$ cat src/hw/rtl/assert_macros.svh
// Assertion helpers for the field accumulator
`ifndef ASSERT_MACROS_SVH
`define ASSERT_MACROS_SVH

// Check a property on every clock edge outside reset
`define DSF_ASSERT(lbl, prop) \
  lbl: assert property (@(posedge clk_i) disable iff (!rst_ni) (prop)) \
    else $error("assertion failed");

// Flag a condition that must never be seen outside reset
`define DSF_ASSERT_NEVER(lbl, cond) \
  lbl: assert property (@(posedge clk_i) disable iff (!rst_ni) !(cond)) \
    else $error("forbidden condition seen");

`endif

$ cat src/hw/rtl/dsfa_pkg.sv
package dsfa_pkg;

  localparam int MaxRays   = 4096;
  localparam int RayAw     = $clog2(MaxRays);
  localparam int CntW      = RayAw + 1;
  localparam int PhaseBits = 12;
  localparam int TrigDepth = 1 << PhaseBits;

  typedef enum logic [1:0] {
    OP_LOAD  = 2'd0,
    OP_EVAL  = 2'd1,
    OP_CLEAR = 2'd2,
    OP_NONE  = 2'd3
  } op_e;

  typedef enum logic [1:0] {
    ST_IDLE  = 2'd0,
    ST_SWEEP = 2'd1,
    ST_DRAIN = 2'd2,
    ST_OUT   = 2'd3
  } eval_state_e;

  typedef struct packed {
    logic [1:0]         opcode;
    logic signed [31:0] vec_x;
    logic signed [31:0] vec_y;
    logic signed [31:0] vec_z;
    logic signed [31:0] offset_or_time;
    logic signed [31:0] time_rate;
    logic signed [23:0] gain;
    logic signed [15:0] pol_x;
    logic signed [15:0] pol_y;
    logic signed [15:0] pol_z;
  } in_item_t;

  typedef struct packed {
    logic signed [47:0] field_x_re;
    logic signed [47:0] field_x_im;
    logic signed [47:0] field_y_re;
    logic signed [47:0] field_y_im;
    logic signed [47:0] field_z_re;
    logic signed [47:0] field_z_im;
  } out_item_t;

  // point handed from front to back
  typedef struct packed {
    logic signed [31:0] px;
    logic signed [31:0] py;
    logic signed [31:0] pz;
    logic signed [32:0] dt;
    logic [CntW-1:0]    count;
  } eval_cmd_t;

  typedef struct packed {
    logic signed [31:0] wx;
    logic signed [31:0] wy;
    logic signed [31:0] wz;
    logic signed [31:0] offs;
    logic signed [31:0] rate;
    logic signed [23:0] gain;
    logic signed [15:0] polx;
    logic signed [15:0] poly;
    logic signed [15:0] polz;
  } ray_t;

  localparam logic signed [47:0] AccMax = {1'b0, {47{1'b1}}};
  localparam logic signed [47:0] AccMin = {1'b1, {47{1'b0}}};

  function automatic logic signed [63:0] asr_floor(input logic signed [63:0] v,
                                                   input int n);
    asr_floor = v >>> n;
  endfunction

  function automatic logic signed [15:0] to_q15(input logic signed [63:0] v);
    logic signed [63:0] r;
    r = (v + 64'sd16384) >>> 15;
    if (r > 64'sd32767) r = 64'sd32767;
    if (r < -64'sd32767) r = -64'sd32767;
    to_q15 = r[15:0];
  endfunction

  // cosine and sine of idx / 2^PhaseBits cycle, Q1.15, packed {cos, sin}
  function automatic logic [31:0] trig_value(input logic [PhaseBits-1:0] idx);
    logic [31:0] angle;
    logic [1:0] q;
    logic signed [63:0] x, y, z, dx, dy;
    logic signed [63:0] at [16];
    logic signed [15:0] cx, sy, c, s;
    at = '{64'sd536870912, 64'sd316933406, 64'sd167458907, 64'sd85004756,
           64'sd42667331, 64'sd21354465, 64'sd10679838, 64'sd5340245,
           64'sd2670163, 64'sd1335087, 64'sd667544, 64'sd333772,
           64'sd166886, 64'sd83443, 64'sd41722, 64'sd20861};
    angle = {idx, {(32-PhaseBits){1'b0}}};
    q = angle[31:30];
    z = {34'd0, angle[29:0]};
    x = 64'sd652032874;
    y = 64'sd0;
    for (int i = 0; i < 16; i++) begin
      dx = y >>> i;
      dy = x >>> i;
      if (z >= 0) begin
        x = x - dx; y = y + dy; z = z - at[i];
      end else begin
        x = x + dx; y = y - dy; z = z + at[i];
      end
    end
    cx = to_q15(x);
    sy = to_q15(y);
    case (q)
      2'd0:    begin c = cx;  s = sy;  end
      2'd1:    begin c = -sy; s = cx;  end
      2'd2:    begin c = -cx; s = -sy; end
      default: begin c = sy;  s = -cx; end
    endcase
    trig_value = {c, s};
  endfunction

  function automatic logic signed [47:0] sat_add(input logic signed [47:0] a,
                                                 input logic signed [47:0] b);
    logic signed [48:0] s;
    s = {a[47], a} + {b[47], b};
    if (s > 49'sd140737488355327) sat_add = AccMax;
    else if (s < -49'sd140737488355328) sat_add = AccMin;
    else sat_add = s[47:0];
  endfunction

endpackage

$ cat src/hw/rtl/dsfa_cmd_fifo.sv
`include "assert_macros.svh"
// Two-entry command queue between front and back.
module dsfa_cmd_fifo (
  input  logic                clk_i,
  input  logic                rst_ni,
  input  logic                wr_i,
  input  dsfa_pkg::eval_cmd_t wdata_i,
  output logic                ready_o,
  output logic                valid_o,
  output dsfa_pkg::eval_cmd_t rdata_o,
  input  logic                rd_i
);
  dsfa_pkg::eval_cmd_t mem_q [2];
  logic wp_q, rp_q;
  logic [1:0] cnt_q;

  assign ready_o = cnt_q != 2'd2;
  assign valid_o = cnt_q != 2'd0;
  assign rdata_o = mem_q[rp_q];

  always_ff @(posedge clk_i) begin
    if (wr_i) mem_q[wp_q] <= wdata_i;
  end

  always_ff @(posedge clk_i or negedge rst_ni) begin
    if (!rst_ni) begin
      wp_q <= 1'b0; rp_q <= 1'b0; cnt_q <= '0;
    end else begin
      if (wr_i) wp_q <= ~wp_q;
      if (rd_i) rp_q <= ~rp_q;
      cnt_q <= cnt_q + {1'b0, wr_i} - {1'b0, rd_i};
    end
  end

  `DSF_ASSERT(a_no_overflow, wr_i |-> ready_o)
  `DSF_ASSERT(a_no_underflow, rd_i |-> valid_o)
  `DSF_ASSERT_NEVER(a_count_range, cnt_q == 2'd3)
endmodule

$ cat config.mk
export PLATFORM = sky130hd
export DESIGN_NAME = dsfa_cmd_fifo
export DESIGN_NICKNAME = d
export VERILOG_FILES = /design/src/hw/rtl/dsfa_pkg.sv /design/src/hw/rtl/dsfa_cmd_fifo.sv
export VERILOG_INCLUDE_DIRS = /design/src /design/src/hw/rtl
export SDC_FILE = /design/constraint.sdc
export NUM_CORES = 1
export LEC_CHECK = 0
export BUFFER_PORTS_ARGS = -buffer_cell sky130_fd_sc_hd__buf_4
export CAP_MARGIN = 5
export CORE_MARGIN = 5
export CORE_UTILIZATION = 54
export CTS_BUF_LIST = sky130_fd_sc_hd__clkbuf_8
export DETAILED_ROUTE_END_ITERATION = 16
export PLACE_DENSITY = 0.9
export SETUP_SLACK_MARGIN = 0.5
export SLEW_MARGIN = 20
export SYNTH_ARGS = -nofsm -noshare
export SYNTH_HDL_FRONTEND = slang
export SYNTH_SLANG_ARGS = --single-unit
export TNS_END_PERCENT = 1
$ cat constraint.sdc
create_clock -name clk_i -period 10 [get_ports clk_i]
set_clock_uncertainty 0.05 [all_clocks]
set_input_delay 2.5 -clock clk_i [delete_from_list [all_inputs] [get_ports clk_i]]
set_output_delay 2.5 -clock clk_i [all_outputs]
set_load 0.05 [all_outputs]
==> results by group <==
Place
  • Post-DP Area: 0.0131 mm²
  • HPWL Detailed: 14900 µm
  • I/O Buffers: 289
  • Placer Congestion: 0.783

Floorplan
  • Core Area: 0.0195 mm²
  • Chip width: 151 µm
  • Die ar.: 0.0228 mm²
  • Die span in y: 151 µm
  • IO Count: 290
  • Initial Util: 54.9%
  • Std cell rows: 51

Logic synthesis
  • Register area share after synthesis: 80.4%
  • Post-synth cell types: 14
  • Syn nets: 605
  • Post-synthesis instance total: 457
  • Seq cells post-synth: 288
  • Post-Synthesis Cell Area: 0.0107 mm²
  • Yosys warnings: 0
  • Mean Syn Cell Area: 23.5 µm²

Global routing
  • Vias in the first global route: 5989
  • Total GRT Usage: 18.8%
  • Largest net degree at the start of global routing: 87
  • Grt ovf: 0
  • Initial antenna violation count: 1
  • First-pass GRT wire length: 32400 µm

Critical path
  • WP buf/inv: 2
  • Crit-path slowest cell: buf_4
  • Crit. End Element: output pin
  • Kind of critical path: flop to output pin
  • Most numerous cell on the critical path: buf_4
  • CP Max Fanout: 61
  • CP max stage delay: 0.89 ns
  • CP Data Arrival Time: 2.81 ns
  • CP top delay family: buffers and inverters
  • Worst Setup Start Kind: flop
  • Crit path required time: 7.45 ns
  • Critical-path cell list: buf_4, mux2_4, buf_4

STA
  • Slew @ Worst Pin: 1.11 ns
  • Final setup TNS: 0 ns
  • Fin crit period: 5.36 ns
  • Fmax: 187 MHz
  • Slew Limit Headroom: 25.8%
  • Worst hold slack: 0.548 ns
  • RSZ-0062 raised after global routing: false
  • Count of final hold-check violations: 0
  • Final slew viol count: 0
  • Final setup violating endpoints: 0
  • Final period util: 53.6%

Detailed routing
  • Via/cell ratio: 5.00
  • Drt pass-1 iters: 4
  • Via count: 5425
  • DRT iter0 DRCs: 212
  • # DRC: 0
  • Final wirelength: 21800 µm
  • Antenna Nets Post-Route: 0
  • DR WL/cell: 20.1 µm

Clock tree
  • H-tree Lvls: 2
  • CTS max path bufs: 3
  • CTS root buf: clkbuf_8
  • Clock transition time at the flip-flop clock pins of the worst setup and hold paths: 0.06 ns
  • Clk sink count: 288
  • CTS resizes: 0
  • CTS buffer count: 46
  • Cts hold-fix bufs: 0
  • CTS tree: done
  • Clock latency at the later pin of the worst-skew pair: 0.52 ns
  • Postcts setup bufs: 0

Pwr
  • Leakage: 5.54 nW
  • Power per cell area: 331 mW/mm²
  • Worst IR Drop VDD: 0.000223 V

Final layout
  • Commonest non-fill, non-tap cell in the layout: buf_4
  • Most frequent cells in the layout: buf_4 (294), edfxtp_1 (284), mux2_2 (72)
  • Final Core Density: 71.9%
  • P&R area growth vs syn: 30.8%
  • Layout cells sized above 1: 60.4%
  • Layout Nets: 933
  • Post-route cell area: 0.0140 mm²

Flow run
  • Max Cap Viol: 0

Outcome
  • Run status: finished clean

Min path
  • Hold Crit Class: flop to flop
## area by class of cell
cell class | instances | area, µm²
clock inverter | 35 | 191
sequential | 288 | 8630
clock buffer | 47 | 647
antenna | 2 | 5.00
inverter | 2 | 7.51
timing repair buffer | 296 | 2250
fill | 1167 | 5490
multi-input combinational | 151 | 1960
tap | 265 | 332
## state kept, by name, indices dropped and copies added (netlist names)
name   count
mem_q    284
rp_q       1
cnt_q      2
wp_q       1
## where the power goes
part	total, W	switching [W]	internal (W)	leakage, nW
Combinational	0.00206	0.00134	0.000720	2.36
Clock	0.000902	0.000416	0.000486	0.472
Sequential	0.00169	0.0000854	0.00160	2.71
## per-layer routing
layer / GRT usage, % / part of all wire (%) / vias up
met1: 20.6 / 35 / 2664
met5: 0 / 0 / -
met3: 7.03 / 9.5 / 39
li1: - / - / 2483
met2: 33.0 / 53 / 239
met4: 7.62 / 2.3 / 0
## worst reg2reg max path, cell delays in order, from the launching register on
cell and delay, ns:
dfrtp_1 0.44, nor2b_4 0.14, buf_4 0.47, buf_4 0.73
## cell usage after synthesis (all sizes together)
cell | n | area [µm²]
xor2 | 2 | 17.5
inv | 2 | 7.51
and2 | 1 | 6.26
ha | 2 | 25.0
edfxtp | 284 | 8530
mux2 | 142 | 1860
dfrtp | 4 | 100
or2 | 1 | 6.26
nand2b | 1 | 6.26
nor2b | 1 | 6.26
xor3 | 1 | 23.8
buf | 16 | 136
## worst paths after layout
kind	slack, ns	depth (start not counted)	from	endpoint
max reg2reg	7.72	3	wp_q	mem_q[0][67]
min in group asynchronous	1.70	1	rst_ni	rp_q
min	0.55	1	wp_q	wp_q
min reg2reg	0.55	1	wp_q	wp_q
max	4.64	3	rp_q	rdata_o[128]
max in group asynchronous	8.08	1	rst_ni	rp_q
## per-stage QoR
| step | instances | total power (W) | setup WS [ns] |
|---|---|---|---|
| 2_1_floorplan | 457 | 0.00327 | 0.642 |
| 3_3_place_gp | 1000 | 0.00372 | 4.69 |
| 3_5_place_dp | 1000 | 0.00377 | 4.61 |
| 4_1_cts | 1082 | 0.00469 | 4.01 |
| 5_1_grt | 1085 | 0.00483 | 4.49 |
| 6_report | 1086 | 0.00465 | 4.64 |
## kinds of logic after synthesis
| family | Yosys count | synth area share [%] |
|---|---|---|
| and+or+nand+nor | 4 | 0.233 |
| muxes | 142 | 17.4 |
| DFF | 288 | 80.4 |
| xor gates and xnor gates | 3 | 0.385 |
| adders and majority gates | 2 | 0.233 |
| buffers and inverters | 18 | 1.34 |
(Power assumes the default switching activity.)
