**src/hw/rtl/assert_macros.svh**
```systemverilog
// Assertion helpers for the field accumulator
`ifndef ASSERT_MACROS_SVH
`define ASSERT_MACROS_SVH

// Check a property on every clock edge outside reset
`define DSF_ASSERT(lbl, prop) \
  lbl: assert property (@(posedge clk_i) disable iff (!rst_ni) (prop)) \
    else $error("assertion failed");

// Flag a condition that must never be seen outside reset
`define DSF_ASSERT_NEVER(lbl, cond) \
  lbl: assert property (@(posedge clk_i) disable iff (!rst_ni) !(cond)) \
    else $error("forbidden condition seen");

`endif

```
**src/hw/rtl/dsfa_pkg.sv**
```systemverilog
package dsfa_pkg;

  localparam int MaxRays   = 4096;
  localparam int RayAw     = $clog2(MaxRays);
  localparam int CntW      = RayAw + 1;
  localparam int PhaseBits = 12;
  localparam int TrigDepth = 1 << PhaseBits;

  typedef enum logic [1:0] {
    OP_LOAD  = 2'd0,
    OP_EVAL  = 2'd1,
    OP_CLEAR = 2'd2,
    OP_NONE  = 2'd3
  } op_e;

  typedef enum logic [1:0] {
    ST_IDLE  = 2'd0,
    ST_SWEEP = 2'd1,
    ST_DRAIN = 2'd2,
    ST_OUT   = 2'd3
  } eval_state_e;

  typedef struct packed {
    logic [1:0]         opcode;
    logic signed [31:0] vec_x;
    logic signed [31:0] vec_y;
    logic signed [31:0] vec_z;
    logic signed [31:0] offset_or_time;
    logic signed [31:0] time_rate;
    logic signed [23:0] gain;
    logic signed [15:0] pol_x;
    logic signed [15:0] pol_y;
    logic signed [15:0] pol_z;
  } in_item_t;

  typedef struct packed {
    logic signed [47:0] field_x_re;
    logic signed [47:0] field_x_im;
    logic signed [47:0] field_y_re;
    logic signed [47:0] field_y_im;
    logic signed [47:0] field_z_re;
    logic signed [47:0] field_z_im;
  } out_item_t;

  // point handed from front to back
  typedef struct packed {
    logic signed [31:0] px;
    logic signed [31:0] py;
    logic signed [31:0] pz;
    logic signed [32:0] dt;
    logic [CntW-1:0]    count;
  } eval_cmd_t;

  typedef struct packed {
    logic signed [31:0] wx;
    logic signed [31:0] wy;
    logic signed [31:0] wz;
    logic signed [31:0] offs;
    logic signed [31:0] rate;
    logic signed [23:0] gain;
    logic signed [15:0] polx;
    logic signed [15:0] poly;
    logic signed [15:0] polz;
  } ray_t;

  localparam logic signed [47:0] AccMax = {1'b0, {47{1'b1}}};
  localparam logic signed [47:0] AccMin = {1'b1, {47{1'b0}}};

  function automatic logic signed [63:0] asr_floor(input logic signed [63:0] v,
                                                   input int n);
    asr_floor = v >>> n;
  endfunction

  function automatic logic signed [15:0] to_q15(input logic signed [63:0] v);
    logic signed [63:0] r;
    r = (v + 64'sd16384) >>> 15;
    if (r > 64'sd32767) r = 64'sd32767;
    if (r < -64'sd32767) r = -64'sd32767;
    to_q15 = r[15:0];
  endfunction

  // cosine and sine of idx / 2^PhaseBits cycle, Q1.15, packed {cos, sin}
  function automatic logic [31:0] trig_value(input logic [PhaseBits-1:0] idx);
    logic [31:0] angle;
    logic [1:0] q;
    logic signed [63:0] x, y, z, dx, dy;
    logic signed [63:0] at [16];
    logic signed [15:0] cx, sy, c, s;
    at = '{64'sd536870912, 64'sd316933406, 64'sd167458907, 64'sd85004756,
           64'sd42667331, 64'sd21354465, 64'sd10679838, 64'sd5340245,
           64'sd2670163, 64'sd1335087, 64'sd667544, 64'sd333772,
           64'sd166886, 64'sd83443, 64'sd41722, 64'sd20861};
    angle = {idx, {(32-PhaseBits){1'b0}}};
    q = angle[31:30];
    z = {34'd0, angle[29:0]};
    x = 64'sd652032874;
    y = 64'sd0;
    for (int i = 0; i < 16; i++) begin
      dx = y >>> i;
      dy = x >>> i;
      if (z >= 0) begin
        x = x - dx; y = y + dy; z = z - at[i];
      end else begin
        x = x + dx; y = y - dy; z = z + at[i];
      end
    end
    cx = to_q15(x);
    sy = to_q15(y);
    case (q)
      2'd0:    begin c = cx;  s = sy;  end
      2'd1:    begin c = -sy; s = cx;  end
      2'd2:    begin c = -cx; s = -sy; end
      default: begin c = sy;  s = -cx; end
    endcase
    trig_value = {c, s};
  endfunction

  function automatic logic signed [47:0] sat_add(input logic signed [47:0] a,
                                                 input logic signed [47:0] b);
    logic signed [48:0] s;
    s = {a[47], a} + {b[47], b};
    if (s > 49'sd140737488355327) sat_add = AccMax;
    else if (s < -49'sd140737488355328) sat_add = AccMin;
    else sat_add = s[47:0];
  endfunction

endpackage

```
**src/hw/rtl/dsfa_front.sv**
```systemverilog
// Accepts items, writes rays, forwards evaluate commands to the queue.
module dsfa_front (
  input  logic                     clk_i,
  input  logic                     rst_ni,
  input  dsfa_pkg::in_item_t       item_i,
  input  logic                     push_i,
  output logic                     full_o,
  input  logic signed [31:0]       time_offset_i,
  input  logic                     evals_busy_i,
  output logic                     ray_we_o,
  output logic [dsfa_pkg::RayAw-1:0] ray_waddr_o,
  output dsfa_pkg::ray_t           ray_wdata_o,
  output logic                     cmd_valid_o,
  output dsfa_pkg::eval_cmd_t      cmd_o,
  input  logic                     cmd_ready_i
);
  logic [dsfa_pkg::CntW-1:0] count_q, count_d;
  logic acc;
  dsfa_pkg::op_e op;

  assign op = dsfa_pkg::op_e'(item_i.opcode);
  // an evaluate stalls when the queue is full; hold a clear until queued
  // evaluates have swept the table, so later loads cannot overwrite their rays
  assign full_o = ((op == dsfa_pkg::OP_EVAL) && !cmd_ready_i) ||
                  ((op == dsfa_pkg::OP_CLEAR) && evals_busy_i);
  assign acc = push_i && !full_o;

  always_comb begin
    count_d = count_q;
    if (acc) begin
      case (op)
        dsfa_pkg::OP_LOAD:
          if (count_q != dsfa_pkg::CntW'(dsfa_pkg::MaxRays)) count_d = count_q + 1'b1;
        dsfa_pkg::OP_CLEAR: count_d = '0;
        default: count_d = count_q;
      endcase
    end
  end

  always_ff @(posedge clk_i or negedge rst_ni) begin
    if (!rst_ni) count_q <= '0;
    else count_q <= count_d;
  end

  assign ray_we_o = acc && (op == dsfa_pkg::OP_LOAD) &&
                    (count_q != dsfa_pkg::CntW'(dsfa_pkg::MaxRays));
  assign ray_waddr_o = count_q[dsfa_pkg::RayAw-1:0];
  assign ray_wdata_o = '{wx: item_i.vec_x, wy: item_i.vec_y, wz: item_i.vec_z,
                         offs: item_i.offset_or_time, rate: item_i.time_rate,
                         gain: item_i.gain, polx: item_i.pol_x,
                         poly: item_i.pol_y, polz: item_i.pol_z};

  assign cmd_valid_o = acc && (op == dsfa_pkg::OP_EVAL);
  assign cmd_o = '{px: item_i.vec_x, py: item_i.vec_y, pz: item_i.vec_z,
                   dt: {item_i.offset_or_time[31], item_i.offset_or_time}
                       - {time_offset_i[31], time_offset_i},
                   count: count_q};
endmodule

```
**config.mk**
```make
export PLATFORM = sky130hd
export DESIGN_NAME = dsfa_front
export DESIGN_NICKNAME = d
export VERILOG_FILES = /design/src/hw/rtl/assert_macros.svh /design/src/hw/rtl/dsfa_pkg.sv /design/src/hw/rtl/dsfa_front.sv
export SDC_FILE = /design/constraint.sdc
export NUM_CORES = 1
export LEC_CHECK = 0
export BUFFER_PORTS_ARGS = -buffer_cell sky130_fd_sc_hd__buf_2
export CAP_MARGIN = 10
export CORE_AREA = 2 2 257 259
export CTS_CLUSTER_DIAMETER = 150
export DETAILED_ROUTE_END_ITERATION = 10
export DIE_AREA = 0 0 259 261
export PLACE_DENSITY_LB_ADDON = 0.25
export SKIP_LAST_GASP = 1
export SLEW_MARGIN = 20
export SYNTH_ARGS = -nofsm -noshare
export SYNTH_HDL_FRONTEND = slang
export SYNTH_SLANG_ARGS = --single-unit
```
**constraint.sdc**
```tcl
create_clock -name clk_i -period 3.8 [get_ports clk_i]
set_input_delay 0.76 -clock clk_i [delete_from_list [all_inputs] [get_ports clk_i]]
set_output_delay 0.76 -clock clk_i [all_outputs]
set_load 0.005 [all_outputs]
```
==> results of run 1 <==
-- cell usage after synthesis (2+ instances only) --
cell type and number:
a211oi_1 2, nor2b_1 2, inv_1 42, nand3_1 7, o21bai_1 4, dfrtp_1 13, buf_4 340, a21o_1 2
a21o_2 3, or3_1 3, a31oi_1 2, o31ai_1 2, nand2b_1 6, nor4_1 2, ha_1 34, a31o_2 2
nor4b_1 2, a211oi_2 3, clkbuf_1 2, and3_1 3, o21ai_1 4, a41o_1 2, o41ai_2 2, nor3_1 6
and4_1 2, a21oi_1 34, nand4_1 8, nor2_1 29, and3b_1 2, o21a_1 6, xnor2_1 15, nand2_1 39
buf_6 2, o21ai_0 19, o211ai_1 5, a21boi_0 2, o211a_1 2, xor2_1 22, a311oi_1 2
-- metal layers --
layer	vias up	wire length [um]	GRT usage [%]
li1	1720	-	-
met1	1743	8013	6.513
met2	352	10390	10.25
met3	124	2676	2.710
met4	0	1400	3.452
met5	-	0	0
-- worst max-delay path: cells and delay by family --
family | cells | cell delay (ps)
adder cells (fa/ha/maj) | 2 | 480
AND/OR/NAND/NOR | 2 | 200
XOR/XNOR | 1 | 160
AO/OA/AOI/OAI | 4 | 900
buffers and inverters | 5 | 540
-- path summary, 6_finish.rpt --
check / startpoint / endpoint / slack (ps) / cells after the start
min: rst_ni / count_q[12] / 400 / 1
max: item_i[104] / cmd_o[39] / -20 / 14
max in group asynchronous: rst_ni / count_q[8] / 3160 / 1
max reg2reg: count_q[0] / count_q[12] / 1590 / 8
min reg2reg: count_q[12] / count_q[12] / 590 / 2
min in group clk_i: count_q[12] / count_q[12] / 590 / 2
-- cell families after synthesis --
family,after synthesis
flip-flops,13
AND/OR/NAND/NOR,115
AO/OA/AOI/OAI,105
adder cells (fa/ha/maj),35
XOR/XNOR,37
buffers and inverters,388
-- cells in the final DEF, fill, tap and decap left out, drive strengths merged, types with 6 or more instances in the layout --
master / synthesis / final
o21a: 6 / 6
inv: 42 / 42
xor2: 22 / 22
nor3: 6 / 6
nand2b: 6 / 6
dfrtp: 13 / 13
nand2: 39 / 39
o21ai: 23 / 23
a21oi: 35 / 35
nand3: 7 / 7
xnor2: 15 / 15
buf: 343 / 236
ha: 34 / 34
nand4: 8 / 8
nor2: 29 / 29
-- per-stage QoR --
step	utilization [%]	hold WS [ps]	TNS, ps
after floorplan	-	464.4	0
after global placement	7.555	591.6	-4190
after detailed placement	7.555	596.3	-4279
after CTS	8.172	424.8	-568.9
after global routing	8.407	432.3	-507.6
final	8.407	404.3	-24.90
-- cell type report --
cell class	instances	area, sq um	area share, %
tap	864	1081	19.77
clock buffer	4	78.83	1.442
multi-input combinational	292	2405	43.98
sequential	13	325.3	5.950
timing repair buffer	236	1418	25.93
inverter	42	160.2	2.929
-- power breakdown --
group / switching [uW] / internal, uW
sequential: 35.6 / 155
clock: 60.9 / 142
combinational: 438 / 385
total: 534 / 681
-- timing repair --
| action | CTS | global route |
|---|---|---|
| resized for setup | 47 | 23 |
| buffers inserted | 8 | 5 |
| pin swaps | 22 | 20 |
| setup endpoints to repair | 17 | 16 |
==> results.md, run 1 <==
* Power Density at between 200 and 250 nW/um^2
* First drt pass iteration count at 4
* Dpl ws at -425.7 ps
* CTS Buffer Depth at 2
* Final setup violation count at 2
* Final Hold Vio Count at 0
* Yosys top cell area share at between 40% and 50%
* Adder-cell share of the synthesized area at under 10%
* Worst path required time at slightly above 3000 ps
* Status: finished, violations left
* Die Ht at between 200 and 300 um
* First-pass GRT wire length at ~30 mm
* CTS tree: built
* Top Registers: count_q (13)
* Io pins at 660
* RSZ-0062 raised after global routing: true
* Vias in the first global route at ~4,000
* Syn avg cell area at approximately 7.4 sq um
* Worst vdd ir at approximately 110 uV
* Cells after Synth at just under 700
* Initial core utilization at under 10%
* DR DRC count at 0
* Overflow after GRT at 0
* Fin crit period at around 3800 ps
* DRT iter0 DRCs at around 110
* Pins Over Slew Limit at 0
* Post-cts hold buffer count at 0
* Area delta synth->final at 6.585%
* Post-synth EDFFs at 0
* Area contributors post-synth: buf_4 (50%), ha_1 (8.3%), dfrtp_1 (6.3%)
* Period utilization at 100.4%
* Synth cell types at 53
* Design Area, Final at approximately 5500 sq um
* Fmax at roughly 260 MHz
* Post-DP HPWL at 19.72 mm
* CP max stage delay at 330 ps
* Seq cells post-synth at 13
* # clock sinks at 13
* Critical path endpoint category: output port
* Slew @ Worst Pin at about 460 ps
* Yosys top cell by area: buf_4
* Number of diodes at 0
* Antenna violations before repair at 2
* Post-Syn Nets at about 1,000
* Row cnt at 94
* GRT Util Overall at under 10%
* Die Footprint at 67,600 sq um
* Area post-placement at between 4000 and 5000 sq um
* GP Congestion at approximately 0.69
* Max reg flops at 13
* Post-Route Skew at roughly 1.5 ps
* Seq/Total Area, Yosys at under 10%
* WS Path Type: input port to output port
* Setup WS post-layout at -15.11 ps
* Violated checks: negative setup slack
* Slowest CP cell: fa_2
* Vias after detailed routing at slightly below 4,000
* H-tree depth at 1
* Rel. slew slack at between 60 and 70%
* Critical Path Fanout Max at 3
* DIE WIDTH at around 260 um
* Synth Area in Compound Gates at between 10 and 15%
* Mux cell area share after synthesis at 0%
* Core Box Area at 65,040 sq um
* Maxcap violations at 0
* Final ANT Viol Nets at 0
* Syn. warnings at 0
* WL/cell at ~15 um
* Port Buf Inserts at between 150 and 200
* Final WL at approximately 22 mm
* Cell Area, Synth at between 5000 and 6000 sq um
* Worst hold path class: input port to async pin
* Simple-Gate Fraction of Synth Area at ~11%
* Share of layout cells above drive strength 1 at 50.26%
* Clock Latency Late Sink at around 240 ps
* Fin nets at about 900
* Clock transition at path regs at 50 ps
* CTS buffer count at 3
* P_leak at 0.002401 uW
* Placed insts at 1,439
* Largest net degree at the start of global routing at 14
* Main synth FF type: dfrtp_1
* Largest register by flop count: count_q
* Largest family of logic cells by synthesized area: buffers and inverters
* Tot Pwr at between 1000 and 1500 uW
* Cell Count, Final, Fillers Out at between 1,000 and 1,500
* CP Launch Type: input port
* Xor/xnor share of the synthesized area at 6.317%
* Crit-path cells: buf_8 > inv_4 > ha_4 > fa_2 > nand2b_4 > a21o_4 > a31o_4 > buf_6 > a211oi_2 > buf_4 > nor2_4 > o31ai_4 > xor2_1 > buf_2
* Vias per cell at 2.715
* Root buffer cell: clkbuf_16
* # fillers at between 7,000 and 8,000
* Asr flop ratio synth at 100.0%
* CP arrival at between 3000 and 4000 ps
(Power assumes the default switching activity.)
==> inputs of run 2 (changes only) <==
--- a/config.mk
+++ b/config.mk
@@ -5,7 +5,7 @@
 export SDC_FILE = /design/constraint.sdc
 export NUM_CORES = 1
 export LEC_CHECK = 0
-export BUFFER_PORTS_ARGS = -buffer_cell sky130_fd_sc_hd__buf_2
+export BUFFER_PORTS_ARGS = -buffer_cell sky130_fd_sc_hd__buf_4
 export CAP_MARGIN = 10
 export CORE_AREA = 2 2 257 259
 export CTS_CLUSTER_DIAMETER = 150
==> run 2 against run 1 <==
  * The flow now finishes without violations
  * Wire length up 0.56%
  * Die area unchanged
  * Combinational power up 7.0%
  * Cell area up 3.9%
  * Register-to-register slack worse by 40 ps
  * Sequential power about the same
  * Cell count down 0.69%
  * Largest power group unchanged
==> results.md, run 2 (synthesized netlist as in run 1, its figures left out) <==
* DR DRC count at 0 (unchanged)
* Hold_ws at 356.3 ps (-47.99 ps)
* # clock sinks at 13 (unchanged)
* Worst vdd ir at 107.9 uV (-0.14%)
* R2R cell count at 8 (unchanged)
* Post-Route Skew at 4.601 ps (+3.138 ps)
* Share of layout cells above drive strength 1 at 48.18% (-2.1 points)
* Core Box Area at 65,040 sq um (unchanged)
* Largest register by flop count: count_q
* # fillers at 7,637 (-0.16%)
* Port Buf Inserts at 163 (unchanged)
* RSZ-0062 raised after global routing: true
* Reg2Reg Setup Slack at 1550 ps (-40 ps)
* Overflow after GRT at 0 (unchanged)
* CTS buffer count at 3 (unchanged)
* Io pins at 660 (unchanged)
* DIE WIDTH at 259 um (unchanged)
* Row cnt at 94 (unchanged)
* Power Density at 224.3 nW/um^2 (+0.85%)
* CTS Buffer Depth at 2 (unchanged)
* WL/cell at 15.69 um (+1.3%)
* CP Launch Type: input port
* Die Ht at 261 um (unchanged)
* Final ANT Viol Nets at 0 (unchanged)
* Vias per cell at 2.695 (-0.74%)
* Maxcap violations at 0 (unchanged)
* Cell Count, Final, Fillers Out at 1,441 (-0.69%)
* H-tree depth at 1 (unchanged)
* GRT Util Overall at 6.215% (+0.060 points)
* Top Registers: count_q (13)
* Area delta synth->final at 10.76%
* Final Hold Vio Count at 0 (unchanged)
* CP arrival at 2960 ps (-100 ps)
* Clock Latency Late Sink at 240 ps (about the same)
* Final WL at 22.61 mm (+0.56%)
* Final setup violation count at 0 (-2)
* Vias in the first global route at 4,012 (-0.32%)
* Clock transition at path regs at 50 ps (about the same)
* Status: finished, final reports clean
* Vias after detailed routing at 3,883 (-1.4%)
* Fmax at 268.6 MHz (+2.5%)
* Largest net degree at the start of global routing at 14 (unchanged)
* Rel. slew slack at 68.87% (-0.21 points)
* Period utilization at 97.96% (-2.4 points)
* Max reg flops at 13 (unchanged)
* Worst path required time at 3040 ps (about the same)
* Fin nets at 884 (-1.1%)
* Initial core utilization at 7.887% (unchanged)
* GP Congestion at 0.6713 (-2.2%)
* Placed insts at 1,430 (-0.63%)
* CTS tree: built
* R2R Path Start: count_q[0]
* Worst hold path class: input port to async pin
* Pins Over Slew Limit at 0 (unchanged)
* Root buffer cell: clkbuf_16
* WS Path Type: input port to output port
* Post-DP HPWL at 20.07 mm (+1.8%)
* First drt pass iteration count at 4 (unchanged)
* Util after Layout at 8.736% (+0.33 points)
* Slew @ Worst Pin at 467.0 ps (+3.103 ps)
* Worst R2R End: count_q[12]
* First-pass GRT wire length at 30.43 mm (+0.99%)
* Critical path endpoint category: output port
* DRT iter0 DRCs at 121 (+11%)
* Critical Path Fanout Max at 7 (+4)
* Commonest non-fill, non-tap cell in the layout: buf_4
* P_leak at 0.002447 uW (+1.9%)
* Number of diodes at 0 (unchanged)
* Fin crit period at 3723 ps (-92.60 ps)
* Antenna violations before repair at 1 (-1)
* Die Footprint at 67,600 sq um (unchanged)
* Most frequent cells in the layout: buf_4 (222), inv_1 (41), nand2_1 (36)
run 2: repair_timing:
item                                    CTS  global route
gates resized for setup                  20            33
buffers inserted                          3             6
hold buffers                              0             0
endpoints found under the setup margin   11            15
pin swaps                                14            18
run 2: how the worst max path moves through the flow:
stage / start / endpoint / depth (start not counted)
detailed placement: item_i[110] / cmd_o[44] / 12
CTS: item_i[104] / cmd_o[43] / 13
finish: item_i[122] / cmd_o[43] / 11
global placement: item_i[110] / cmd_o[44] / 12
floorplan: item_i[104] / cmd_o[39] / 10
global route: item_i[104] / cmd_o[43] / 13
run 2: power by group:
part	total (uW)	leakage (uW)	internal, uW	switching [uW]
Clock	202	0.0000382	142	60.1
Sequential	192	0.000177	155	36.9
Combinational	881	0.00223	449	431
run 2: routing by layer:
metal,track usage [%],wire length (um),vias up
met5,0,0,-
met4,3.516,1403,0
met3,2.933,2683,115
met2,10.25,10430,347
met1,6.527,8089,1726
li1,-,-,1695
run 2: cell type report:
cell class | instances | area, sq um | area share [%]
Clock buffer | 4 | 78.83 | 1.387
Inverter | 42 | 160.2 | 2.819
Multi-Input combinational cell | 292 | 2312 | 40.70
Sequential cell | 13 | 325.3 | 5.726
Tap cell | 864 | 1081 | 19.03
Timing Repair Buffer | 226 | 1724 | 30.35
run 2: through the flow:
stage                     worst slack, ps  power [uW]  setup TNS, ps  area, sq um
final                               77.49        1274              0         5682
after CTS                          -116.7        1263         -192.5         5468
after detailed placement           -194.6        1026          -1320         5254
after global routing               -49.46        1383         -66.84         5682
after global placement             -217.8        1028          -1341         5254
after floorplan                     390.5       810.9              0         5130
run 2: critical path, stage by stage:
cell      delay (ps)
buf_4            110
ha_1             310
buf_4            180
o21a_1           170
o21bai_1         350
nor3_1           100
o21ai_0          230
a31oi_1          200
nor3_4           230
xnor2_2          140
buf_4            160
